[src/sv/hpq_front.sv]
// hpq_front: accepts items and holds them in a two-entry queue for the engine
// no package dependencies
module hpq_front #(
	parameter int KEY_WIDTH = 32
) (
	input  logic                 clk,
	input  logic                 arst_n,
	input  logic                 start,
	output logic                 busy,
	input  logic                 op,
	input  logic [KEY_WIDTH-1:0] key,
	output logic                 cmd_valid,
	output logic                 cmd_op,
	output logic [KEY_WIDTH-1:0] cmd_key,
	input  logic                 cmd_take
);
	logic                 op_q  [2];
	logic [KEY_WIDTH-1:0] key_q [2];
	logic                 wr_ptr_q;
	logic                 rd_ptr_q;
	logic [1:0]           fill_q;
	logic                 push;

	assign busy      = (fill_q == 2'd2);
	assign push      = start && !busy;
	assign cmd_valid = (fill_q != 2'd0);
	assign cmd_op    = op_q[rd_ptr_q];
	assign cmd_key   = key_q[rd_ptr_q];

	always_ff @(posedge clk) begin
		if (push) begin
			op_q[wr_ptr_q]  <= op;
			key_q[wr_ptr_q] <= key;
		end
	end

	always_ff @(posedge clk or negedge arst_n) begin
		if (!arst_n) begin
			wr_ptr_q <= 1'b0;
			rd_ptr_q <= 1'b0;
			fill_q   <= 2'd0;
		end else begin
			if (push) begin
				wr_ptr_q <= ~wr_ptr_q;
			end
			if (cmd_take) begin
				rd_ptr_q <= ~rd_ptr_q;
			end
			if (push && !cmd_take) begin
				fill_q <= fill_q + 2'd1;
			end else if (!push && cmd_take) begin
				fill_q <= fill_q - 2'd1;
			end
		end
	end
endmodule

[config.mk]
export PLATFORM = sky130hd
export DESIGN_NAME = hpq_front
export DESIGN_NICKNAME = d
export VERILOG_FILES = /design/src/sv/hpq_front.sv
export SDC_FILE = /design/constraint.sdc
export NUM_CORES = 1
export LEC_CHECK = 0
export ABC_AREA = 1
export BUFFER_PORTS_ARGS = -buffer_cell sky130_fd_sc_hd__clkbuf_2
export CORE_ASPECT_RATIO = 0.7
export CORE_MARGIN = 2
export CORE_UTILIZATION = 50
export DETAILED_ROUTE_END_ITERATION = 6
export GPL_ROUTABILITY_DRIVEN = 0
export PLACE_DENSITY_LB_ADDON = 0.05
export REMOVE_ABC_BUFFERS = 1
export SLEW_MARGIN = 5
export SYNTH_ARGS = -nofsm -noshare
export SYNTH_HDL_FRONTEND = slang
export SYNTH_SLANG_ARGS = --single-unit
export TNS_END_PERCENT = 50
[constraint.sdc]
create_clock -name clk -period 2.8 [get_ports clk]
set_input_delay 0.14 -clock clk [delete_from_list [all_inputs] [get_ports clk]]
set_output_delay 0.14 -clock clk [all_outputs]
set_load 0.01 [all_outputs]
==> Implementation_results.wiki, run 1 <==
{| class="wikitable"
! Metric !! Value
|-
| Result of the run || finished, final reports clean
|-
| Total wire length || 4645 um
|-
| Area enclosed by the die boundary || 6122 um^2
|-
| Worst Path Class, Setup || register to register
|-
| Remaining design rule violation count || 0
|-
| Post-CTS Resized || 0
|-
| Pin count of the biggest net entering global routing || 34
|-
| Gate count of the mapped netlist || 132
|-
| TritonCTS clock tree || built
|-
| Detail Placement HPWL || 3067 um
|-
| First-pass GRT wire length || 7245 um
|-
| Starting density of the core || 52.06%
|-
| Number of maximum-capacitance constraint violations || 0
|-
| Number of placed instances, taps included || 275
|-
| Share of the yosys chip area belonging to registers || 75.67%
|-
| Count of synthesis-stage warnings from yosys || 0
|-
| Dominant synthesized flop cell || sky130_fd_sc_hd__edfxtp_1
|-
| Hold Vio Cnt, Final || 0
|-
| Setup TNS after final layout || 0 ns
|-
| Final routed wire length divided by cell count || 14.25 um
|-
| Area overhead of the layout relative to synthesis || 36.06%
|-
| Clk root buf || sky130_fd_sc_hd__clkbuf_8
|-
| Vias in the first global route || 1508
|-
| Setup fix buffers added after clock tree synthesis || 0
|-
| Total power divided by cell area || 966.4 nW/um^2
|-
| Leading cell type in the layout, fill and taps excluded || sky130_fd_sc_hd__clkbuf_2
|-
| Standby leakage power || 0.001577 uW
|-
| Setup repair after global routing missed its margin || false
|-
| Clock insertion delay at the later pin of the skew report || 0.33 ns
|-
| Kind of launch point of the worst setup path || register
|-
| Number of sinks driven by the clock tree || 70
|-
| Number of nets at the end of the flow || 287
|-
| Violation count after the first detailed-route iteration || 70
|-
| First drt pass iteration count || 4
|-
| Global routing usage summed across all routing layers || 16.57%
|-
| Setup slack of the most critical reg-to-reg path || 1.09 ns
|-
| Via-to-Cell Ratio || 4.580
|-
| I/O pins || 72
|-
| Via total after detailed routing || 1493
|-
| Share of the synthesized area in the top cell type || 72.03%
|-
| Number of endpoints failing setup at the final stage || 0
|-
| Peak supply drop || 574.1 uV
|-
| Number of cells on the worst reg-to-reg path || 6
|-
| Reg2Reg Capture Point || op_q[0]
|-
| Filler-free cell count of the finished design || 326
|-
| Worst setup skew after layout || 0.008853 ns
|-
| Antenna violations before repair || 0
|-
| Slew headroom || 70.75%
|-
| Max H-tree Level || 3
|-
| Worst path arrival time || 1.69 ns
|-
| Non-Filler Cell Area, Final || 3744 um^2
|-
| Longest individual stage delay on the worst path || 0.40 ns
|-
| Data required, critical path || 2.78 ns
|-
| Tightest Pin Transition || 0.4387 ns
|-
| Post-synthesis cell type count || 15
|-
| Final antenna diode count || 0
|-
| Flip-flop and latch count after synthesis || 70
|-
| Master of the slowest instance on the critical path || sky130_fd_sc_hd__dfrtp_1
|-
| Number of buffers inserted during clock tree synthesis || 9
|-
| Global route total overflow || 0
|-
| Clock tree buffer depth || 2
|-
| Cell family contributing the most delay on the critical path || buffers and inverters
|-
| Core Box Area || 5285 um^2
|-
| Number of port buffers || 71
|-
| Max frequency || 585.4 MHz
|-
| Buffers & Inverters on Critical Path || 3
|-
| Mapped Avg Cell Area || 20.84 um^2
|-
| Path class of the lowest-slack min-delay path || input pin to asynchronous set/reset pin
|-
| Die Width || 92.66 um
|-
| Maximum fanout along the worst path || 33
|-
| Placement Rows || 22
|-
| Post-route fraction of the period consumed by the critical path || 61.01%
|-
| Worst setup EP type || register
|-
| EDFF count, synth || 66
|-
| DIE HEIGHT || 66.07 um
|-
| Minimum period implied by the final worst setup slack || 1.708 ns
|-
| Final slew viol count || 0
|-
| Post-synthesis instance area || 2751 um^2
|-
| Leading cell types in the layout, fill and taps excluded || sky130_fd_sc_hd__clkbuf_2 (71), sky130_fd_sc_hd__edfxtp_1 (66), sky130_fd_sc_hd__dlygate4sd3_1 (35)
|-
| Routed Antenna Nets || 0
|-
| Series of cell instances along the critical path || inv_1 -> nor2_1 -> nor2_1 -> nand2_1 -> inv_1 -> buf_4
|-
| Fraction of registers with async set or reset after synthesis || 5.714%
|-
| Total of fill cells in the finished design || 375
|-
| Cells taking the most area after synthesis || sky130_fd_sc_hd__edfxtp_1 (72%), sky130_fd_sc_hd__mux2_4 (16%), sky130_fd_sc_hd__dfrtp_1 (3.6%)
|-
| Proportion of layout cells with a drive suffix above 1 || 48.03%
|-
| Placed Area || 3164 um^2
|-
| Clock input transition at the sequential cells of the worst setup and hold paths || 0.07 ns
|-
| Top cell type by total area after synthesis || sky130_fd_sc_hd__edfxtp_1
|-
| Worst reg2reg path startpoint || fill_q[1]
|}
[stage by stage]
step	worst slack [ns]	hold WS (ns)	utilization, %	power, uW
after global placement	1.185	-0.05184	59.87	2654
after floorplan	0.4232	-0.1556	-	2303
after CTS	1.063	0.00009923	70.45	3656
after detailed placement	1.114	-0.05101	59.87	2697
final	1.092	0.1919	70.83	3618
after global routing	0.9656	0.1686	70.83	3802
[report_power, final]
group | total, uW | switching (uW) | internal [uW]
logic | 1190 | 594 | 599
clock network | 918 | 332 | 586
registers | 1510 | 74.4 | 1430
total | 3620 | 1000 | 2620
[state kept, by name, summed over array words and instances, names as in the netlist]
name      count
fill_q        2
key_q        64
op_q          2
rd_ptr_q      1
wr_ptr_q      1
[routing by layer]
metal  routed length (um)  track usage, %  up-vias
li1                     -               -      729
met3                  276           7.184        2
met2                 2339           28.01       48
met5                    0               0        -
met1                 2010           19.30      714
met4                   19           5.515        0
[how the worst max path moves through the flow]
stage	from	to	cells after the start
2_1_floorplan	fill_q[1]	key_q[1][0]	3
3_3_place_gp	fill_q[1]	key_q[1][12]	4
3_5_place_dp	fill_q[1]	key_q[1][31]	4
4_1_cts	rd_ptr_q	cmd_key[28]	3
5_1_grt	fill_q[1]	key_q[1][6]	4
6_report	fill_q[1]	op_q[0]	6
[Yosys cell counts, types with 3 or more instances]
cell type / instances
sky130_fd_sc_hd__buf_12: 3
sky130_fd_sc_hd__mux2_2: 4
sky130_fd_sc_hd__nand2_1: 8
sky130_fd_sc_hd__mux2_4: 29
sky130_fd_sc_hd__nor2_1: 3
sky130_fd_sc_hd__inv_1: 8
sky130_fd_sc_hd__dfrtp_1: 4
sky130_fd_sc_hd__edfxtp_1: 66
[cell families after synthesis]
family | count (synthesis) | synth area share [%]
mux | 33 | 17.46
simple gates | 13 | 1.910
fa+ha+maj | 1 | 0.4547
flops | 70 | 75.67
buf+inv | 12 | 3.684
compound gates | 1 | 0.1817
xor+xnor | 2 | 0.6368
[timing repair]
action                                 4_1_cts  5_1_grt
setup endpoints to repair                    0        0
endpoints found under the hold margin       66        3
hold buffers                                33        2
[cell type report]
type / instances / area (um^2) / area share, %
inverter: 8 / 30.03 / 0.8021
tap: 72 / 90.09 / 2.406
clock buffer: 11 / 131.4 / 3.509
timing repair buffer: 110 / 735.7 / 19.65
multi-input combinational: 50 / 575.6 / 15.37
sequential: 70 / 2083 / 55.65
clock inverter: 5 / 97.59 / 2.607
Power figures use the tool's default switching activity.
==> inputs of run 2 (changes only) <==
--- a/config.mk
+++ b/config.mk
@@ -5,7 +5,7 @@
 export SDC_FILE = /design/constraint.sdc
 export NUM_CORES = 1
 export LEC_CHECK = 0
-export ABC_AREA = 1
+export ABC_AREA = 0
 export BUFFER_PORTS_ARGS = -buffer_cell sky130_fd_sc_hd__clkbuf_2
 export CORE_ASPECT_RATIO = 0.7
 export CORE_MARGIN = 2
==> constraint.sdc (replaced) <==
create_clock -name clk -period 1.6 [get_ports clk]
set_input_delay 0.08 -clock clk [delete_from_list [all_inputs] [get_ports clk]]
set_output_delay 0.08 -clock clk [all_outputs]
set_load 0.01 [all_outputs]
==> Implementation_results.wiki, run 2 <==
{| class="wikitable"
! Metric !! Value
|-
| Number of endpoints failing setup at the final stage || 0
|-
| Worst setup EP type || output port
|-
| Number of cells on the worst reg-to-reg path || 7
|-
| Leading cell types in the layout, fill and taps excluded || sky130_fd_sc_hd__clkbuf_2 (71), sky130_fd_sc_hd__edfxtp_1 (66), sky130_fd_sc_hd__dlygate4sd3_1 (35)
|-
| Core Box Area || 5258 um^2
|-
| Gate count of the mapped netlist || 122
|-
| Post-synthesis instance area || 2731 um^2
|-
| Share of the yosys chip area belonging to registers || 76.23%
|-
| Area of combinational cells with multiple inputs || 578.1 um^2
|-
| Routed Antenna Nets || 0
|-
| Mapped Avg Cell Area || 22.39 um^2
|-
| Path class of the lowest-slack min-delay path || input pin to register
|-
| Registers with the most flip-flops || key_q x64, fill_q x2, op_q x2
|-
| Final antenna diode count || 0
|-
| FF/Latch Area || 2083 um^2
|-
| Max frequency || 656.3 MHz
|-
| Worst setup skew after layout || 0.006515 ns
|-
| Violation count after the first detailed-route iteration || 58
|-
| Number of maximum-capacitance constraint violations || 0
|-
| First drt pass iteration count || 4
|-
| EDFF count, synth || 66
|-
| Max H-tree Level || 3
|-
| Data required, critical path || 1.52 ns
|-
| Via-to-Cell Ratio || 4.590
|-
| Cells taking the most area after synthesis || sky130_fd_sc_hd__edfxtp_1 (73%), sky130_fd_sc_hd__mux2_4 (16%), sky130_fd_sc_hd__dfrtp_1 (3.7%)
|-
| Pwr Total || 5901 uW
|-
| Peak supply drop || 860.3 uV
|-
| Count of synthesis-stage warnings from yosys || 0
|-
| Die Width || 92.34 um
|-
| Relative contribution of the clock network to total power || 17.9%
|-
| Minimum period implied by the final worst setup slack || 1.524 ns
|-
| Fraction of registers with async set or reset after synthesis || 5.714%
|-
| Post-route fraction of the period consumed by the critical path || 95.24%
|-
| Proportion of layout cells with a drive suffix above 1 || 51.03%
|-
| Sequential fraction of design power || 45.1%
|-
| Clock tree buffer depth || 2
|-
| Final routed wire length divided by cell count || 14.48 um
|-
| Area enclosed by the die boundary || 6079 um^2
|-
| Global route total overflow || 0
|-
| Flip-flop and latch count after synthesis || 70
|-
| Clock input transition at the sequential cells of the worst setup and hold paths || 0.06 ns
|-
| Dominant synthesized flop cell || sky130_fd_sc_hd__edfxtp_1
|-
| Final slew viol count || 0
|-
| Vias in the first global route || 1533
|-
| Cell with the most instances after synthesis || sky130_fd_sc_hd__edfxtp_1
|-
| Area overhead of the layout relative to synthesis || 35.00%
|-
| Antenna violations before repair || 0
|-
| Worst reg2reg path startpoint || fill_q[0]
|-
| List of most frequent post-synthesis cells || sky130_fd_sc_hd__edfxtp_1 (66), sky130_fd_sc_hd__mux2_4 (29), sky130_fd_sc_hd__dfrtp_1 (4), sky130_fd_sc_hd__mux2_2 (4)
|-
| Setup repair after global routing missed its margin || false
|-
| Detail Placement HPWL || 2809 um
|-
| Hold Slack || 0.06866 ns
|-
| Clk root buf || sky130_fd_sc_hd__clkbuf_8
|-
| Worst Path Class, Setup || register to output port
|-
| Design internal power || 4200 uW
|-
| Pin count of the biggest net entering global routing || 34
|-
| First-pass GRT wire length || 7086 um
|-
| Starting density of the core || 51.95%
|-
| Register bank with the most flops || key_q
|-
| Hold Vio Cnt, Final || 0
|-
| Number of nets at the end of the flow || 278
|-
| Top cell type by total area after synthesis || sky130_fd_sc_hd__edfxtp_1
|-
| Beginning of the worst hold path || start
|-
| Number of buffers inserted during clock tree synthesis || 9
|-
| TritonCTS clock tree || built
|-
| Total power divided by cell area || 1600 nW/um^2
|-
| Number of sinks driven by the clock tree || 70
|-
| Net Sw Power || 1701 uW
|-
| Remaining design rule violation count || 0
|-
| Standby leakage power || 0.001528 uW
|-
| I/O pins || 72
|-
| Global routing usage summed across all routing layers || 16.29%
|-
| Slew headroom || 86.43%
|-
| Tightest Pin Transition || 0.2035 ns
|-
| Max FFs per register || 64
|-
| Total of fill cells in the finished design || 341
|-
| Via total after detailed routing || 1446
|-
| Total wire length || 4561 um
|-
| Post-synthesis cell type count || 15
|-
| DIE HEIGHT || 65.84 um
|-
| Hold Crit Depth || 3
|-
| Placement Rows || 22
|-
| Result of the run || finished, final reports clean
|-
| Worst path arrival time || 1.44 ns
|-
| Kind of launch point of the worst setup path || register
|-
| Relative contribution of combinational cells to total power || 37.0%
|-
| Switching share of power || 28.83%
|-
| Worst setup startpoint || rd_ptr_q
|-
| Maximum fanout along the worst path || 26
|-
| Clock insertion delay at the later pin of the skew report || 0.32 ns
|-
| Number of port buffers || 71
|-
| Share of the synthesized area in the top cell type || 72.56%
|-
| Leading cell type in the layout, fill and taps excluded || sky130_fd_sc_hd__clkbuf_2
|}
run 2: cell types whose count changed in the layout (fill, tap and decap cells not counted), moves of 2 or more:
cell | before | now
sky130_fd_sc_hd__buf_12 | 0 | 3
sky130_fd_sc_hd__buf_4 | 4 | 2
sky130_fd_sc_hd__bufinv_16 | 3 | 0
sky130_fd_sc_hd__inv_1 | 8 | 3
sky130_fd_sc_hd__nand2_1 | 8 | 0
sky130_fd_sc_hd__xor2_1 | 1 | 3
run 2: cells by family after synthesis:
| logic type | share of synthesized area [%] |
|---|---|
| DFF | 76.23 |
| xor gates and xnor gates | 1.604 |
| muxes | 17.59 |
| adders and majority gates | 0.4580 |
| buffers and inverters | 3.023 |
| and+or+nand+nor | 1.100 |
run 2: layout make-up:
type	count	area share, %
sequential	70	56.50
timing repair buffer	111	21.17
multi-input combinational	45	15.68
clock buffer	10	3.461
tap	72	2.443
clock inverter	4	0.4411
inverter	3	0.3054
run 2: routing by layer:
| metal | up-vias | track usage, % | routed length, um |
|---|---|---|---|
| li1 | 699 | - | - |
| met1 | 704 | 17.74 | 1851 |
| met2 | 41 | 29.29 | 2490 |
| met3 | 2 | 7.526 | 207 |
| met4 | 0 | 3.918 | 13 |
| met5 | - | 0 | 0 |
run 2: power groups by stage:
stage          logic (uW)  registers [uW]  clock network (uW)
2_1_floorplan        1220            2820                   0
3_3_place_gp         2090            2670                   0
3_5_place_dp         2130            2700                   0
4_1_cts              2200            2660                1100
5_1_grt              2330            2700                1180
6_report             2180            2660                1060
run 2: what timing repair did:
| action | CTS | global route |
|---|---|---|
| hold buffers | 35 | 0 |
| setup endpoints to repair | 0 | 1 |
| resized for setup | 0 | 1 |
| endpoints found under the hold margin | 71 | 0 |
| buffers inserted | 0 | 0 |
run 2: path summary, 6_finish.rpt:
path                       slack [ns]     endpoint
max                              0.08  cmd_key[22]
max reg2reg                      0.13    fill_q[1]
min in group asynchronous        0.09    fill_q[0]
min                              0.07     wr_ptr_q
max in group asynchronous        1.37     rd_ptr_q
min reg2reg                      0.50    fill_q[1]
run 2: critical path, stage by stage, from the launching register on:
cell                       delay (ns)
sky130_fd_sc_hd__dfrtp_2         0.39
sky130_fd_sc_hd__buf_12          0.22
sky130_fd_sc_hd__mux2_2          0.36
sky130_fd_sc_hd__clkbuf_2        0.13
run 2: per-stage QoR:
step                instance area (um^2)  util, %  TNS [ns]  worst slack (ns)  instances
finish                              3687    70.13         0           0.07623        315
global route                        3687    70.13         0          0.007664        315
CTS                                 3685    70.09         0           0.04873        315
detailed placement                  3191    60.69         0           0.08635        266
global placement                    3191    60.69         0            0.1665        266
floorplan                           2660        -    -40.00           -0.8422        118
==> inputs of run 3 (changes only) <==
--- a/config.mk
+++ b/config.mk
@@ -5,7 +5,7 @@
 export SDC_FILE = /design/constraint.sdc
 export NUM_CORES = 1
 export LEC_CHECK = 0
-export ABC_AREA = 0
+export ABC_AREA = 1
 export BUFFER_PORTS_ARGS = -buffer_cell sky130_fd_sc_hd__clkbuf_2
 export CORE_ASPECT_RATIO = 0.7
 export CORE_MARGIN = 2
==> constraint.sdc (replaced) <==
create_clock -name clk -period 1.7 [get_ports clk]
set_input_delay 0.085 -clock clk [delete_from_list [all_inputs] [get_ports clk]]
set_output_delay 0.085 -clock clk [all_outputs]
set_load 0.01 [all_outputs]
==> Implementation_results.wiki, run 3 (synthesis gave the netlist of run 1 again) <==
{| class="wikitable"
! Metric !! Value
|-
| Result of the run || finished, final reports clean
|-
| Number of buffers inserted during clock tree synthesis || 9
|-
| Placement Rows || 22
|-
| Pin count of the biggest net entering global routing || 23
|-
| Worst setup EP type || output port
|-
| Data required, critical path || 1.62 ns
|-
| Hold Slack || 0.1091 ns
|-
| Via-to-Cell Ratio || 4.592
|-
| Minimum period implied by the final worst setup slack || 1.594 ns
|-
| Starting density of the core || 52.06%
|-
| Max H-tree Level || 3
|-
| Slew headroom || 71.02%
|-
| Max FFs per register || 64
|-
| Setup fix buffers added after clock tree synthesis || 0
|-
| First drt pass iteration count || 4
|-
| Post-CTS Resized || 0
|-
| Maximum fanout along the worst path || 18
|-
| Placed Area || 3179 um^2
|-
| Clock insertion delay at the later pin of the skew report || 0.33 ns
|-
| Area enclosed by the die boundary || 6122 um^2
|-
| Number of maximum-capacitance constraint violations || 0
|-
| Violation count after the first detailed-route iteration || 94
|-
| Number of endpoints failing setup at the final stage || 0
|-
| Routed Antenna Nets || 0
|-
| Peak supply drop || 802.1 uV
|-
| Via total after detailed routing || 1497
|-
| I/O pins || 72
|-
| Core Box Area || 5285 um^2
|-
| Standby leakage power || 0.001551 uW
|-
| Clock tree buffer depth || 2
|-
| Pwr Total || 5496 uW
|-
| Leading cell types in the layout, fill and taps excluded || sky130_fd_sc_hd__clkbuf_2 (71), sky130_fd_sc_hd__edfxtp_1 (66), sky130_fd_sc_hd__dlygate4sd3_1 (35)
|-
| Number of port buffers || 71
|-
| DIE HEIGHT || 66.07 um
|-
| Kind of launch point of the worst setup path || register
|-
| Setup slack of the most critical reg-to-reg path || 0.20 ns
|-
| Hold Vio Cnt, Final || 0
|-
| Remaining design rule violation count || 0
|-
| Worst setup skew after layout || 0.003291 ns
|-
| Path class of the lowest-slack min-delay path || input pin to asynchronous set/reset pin
|-
| Die Width || 92.66 um
|-
| Antenna violations before repair || 0
|-
| Clk root buf || sky130_fd_sc_hd__clkbuf_8
|-
| Final antenna diode count || 0
|-
| Tightest Pin Transition || 0.4302 ns
|-
| Final routed wire length divided by cell count || 14.20 um
|-
| Detail Placement HPWL || 2922 um
|-
| Proportion of layout cells with a drive suffix above 1 || 48.43%
|-
| Area overhead of the layout relative to synthesis || 33.56%
|-
| Global routing usage summed across all routing layers || 16.94%
|-
| Vias in the first global route || 1564
|-
| Register bank with the most flops || key_q
|-
| Post-route fraction of the period consumed by the critical path || 93.79%
|-
| Registers with the most flip-flops || key_q x64, fill_q x2, op_q x2
|-
| First-pass GRT wire length || 7410 um
|-
| Number of nets at the end of the flow || 289
|-
| TritonCTS clock tree || built
|-
| Number of sinks driven by the clock tree || 70
|-
| Leading cell type in the layout, fill and taps excluded || sky130_fd_sc_hd__clkbuf_2
|-
| Max frequency || 627.2 MHz
|-
| CTS Hold Bufs || 35
|-
| Worst path arrival time || 1.51 ns
|-
| Total wire length || 4628 um
|-
| Global route total overflow || 0
|-
| Worst Path Class, Setup || register to output port
|-
| Clock input transition at the sequential cells of the worst setup and hold paths || 0.06 ns
|-
| Setup repair after global routing missed its margin || false
|-
| Non-Filler Cell Area, Final || 3675 um^2
|-
| Final slew viol count || 0
|-
| Total power divided by cell area || 1496 nW/um^2
|}
-- run 3: critical path: stages (launching register included) --
cell,delay (ns)
sky130_fd_sc_hd__dfrtp_2,0.35
sky130_fd_sc_hd__buf_4,0.30
sky130_fd_sc_hd__mux2_2,0.39
sky130_fd_sc_hd__clkbuf_2,0.13
-- run 3: through the flow --
stage          setup WS [ns]  std cells  TNS, ns  utilization (%)
2_1_floorplan        -0.6768        128   -27.73                -
3_3_place_gp          0.2810        277        0            60.16
3_5_place_dp          0.2089        277        0            60.16
4_1_cts              0.07628        326        0            69.53
5_1_grt              0.01737        326        0            69.53
6_report              0.1055        326        0            69.53
-- run 3: area by class of cell --
class | count | area (um^2)
Clock buffer | 11 | 131.4
Clock inverter | 3 | 13.76
Fill cell | 377 | 1610
Inverter | 8 | 30.03
Multi-Input combinational cell | 50 | 575.6
Sequential cell | 70 | 2083
Tap cell | 72 | 90.09
Timing Repair Buffer | 112 | 750.7
-- run 3: final timing paths --
check / startpoint / to / cells after the start
worst max-delay path: rd_ptr_q / cmd_key[22] / 3
worst min-delay path: arst_n / fill_q[0] / 2
worst max register to register: fill_q[1] / key_q[0][9] / 6
worst min register to register: fill_q[1] / fill_q[1] / 2
max in group asynchronous: arst_n / rd_ptr_q / 2
min in group clk: start / wr_ptr_q / 5
-- run 3: power by group --
part / switching (uW) / internal, uW / total [uW]
logic: 996 / 1010 / 2000
clock network: 521 / 503 / 1020
registers: 111 / 2360 / 2470
-- run 3: routing by layer --
metal	up-vias	share of wire, %	track usage, %
met4	0	0.26	4.412
met2	56	51	28.83
met3	2	7.3	8.894
met5	-	0	0
met1	707	42	19.01
li1	732	-	-
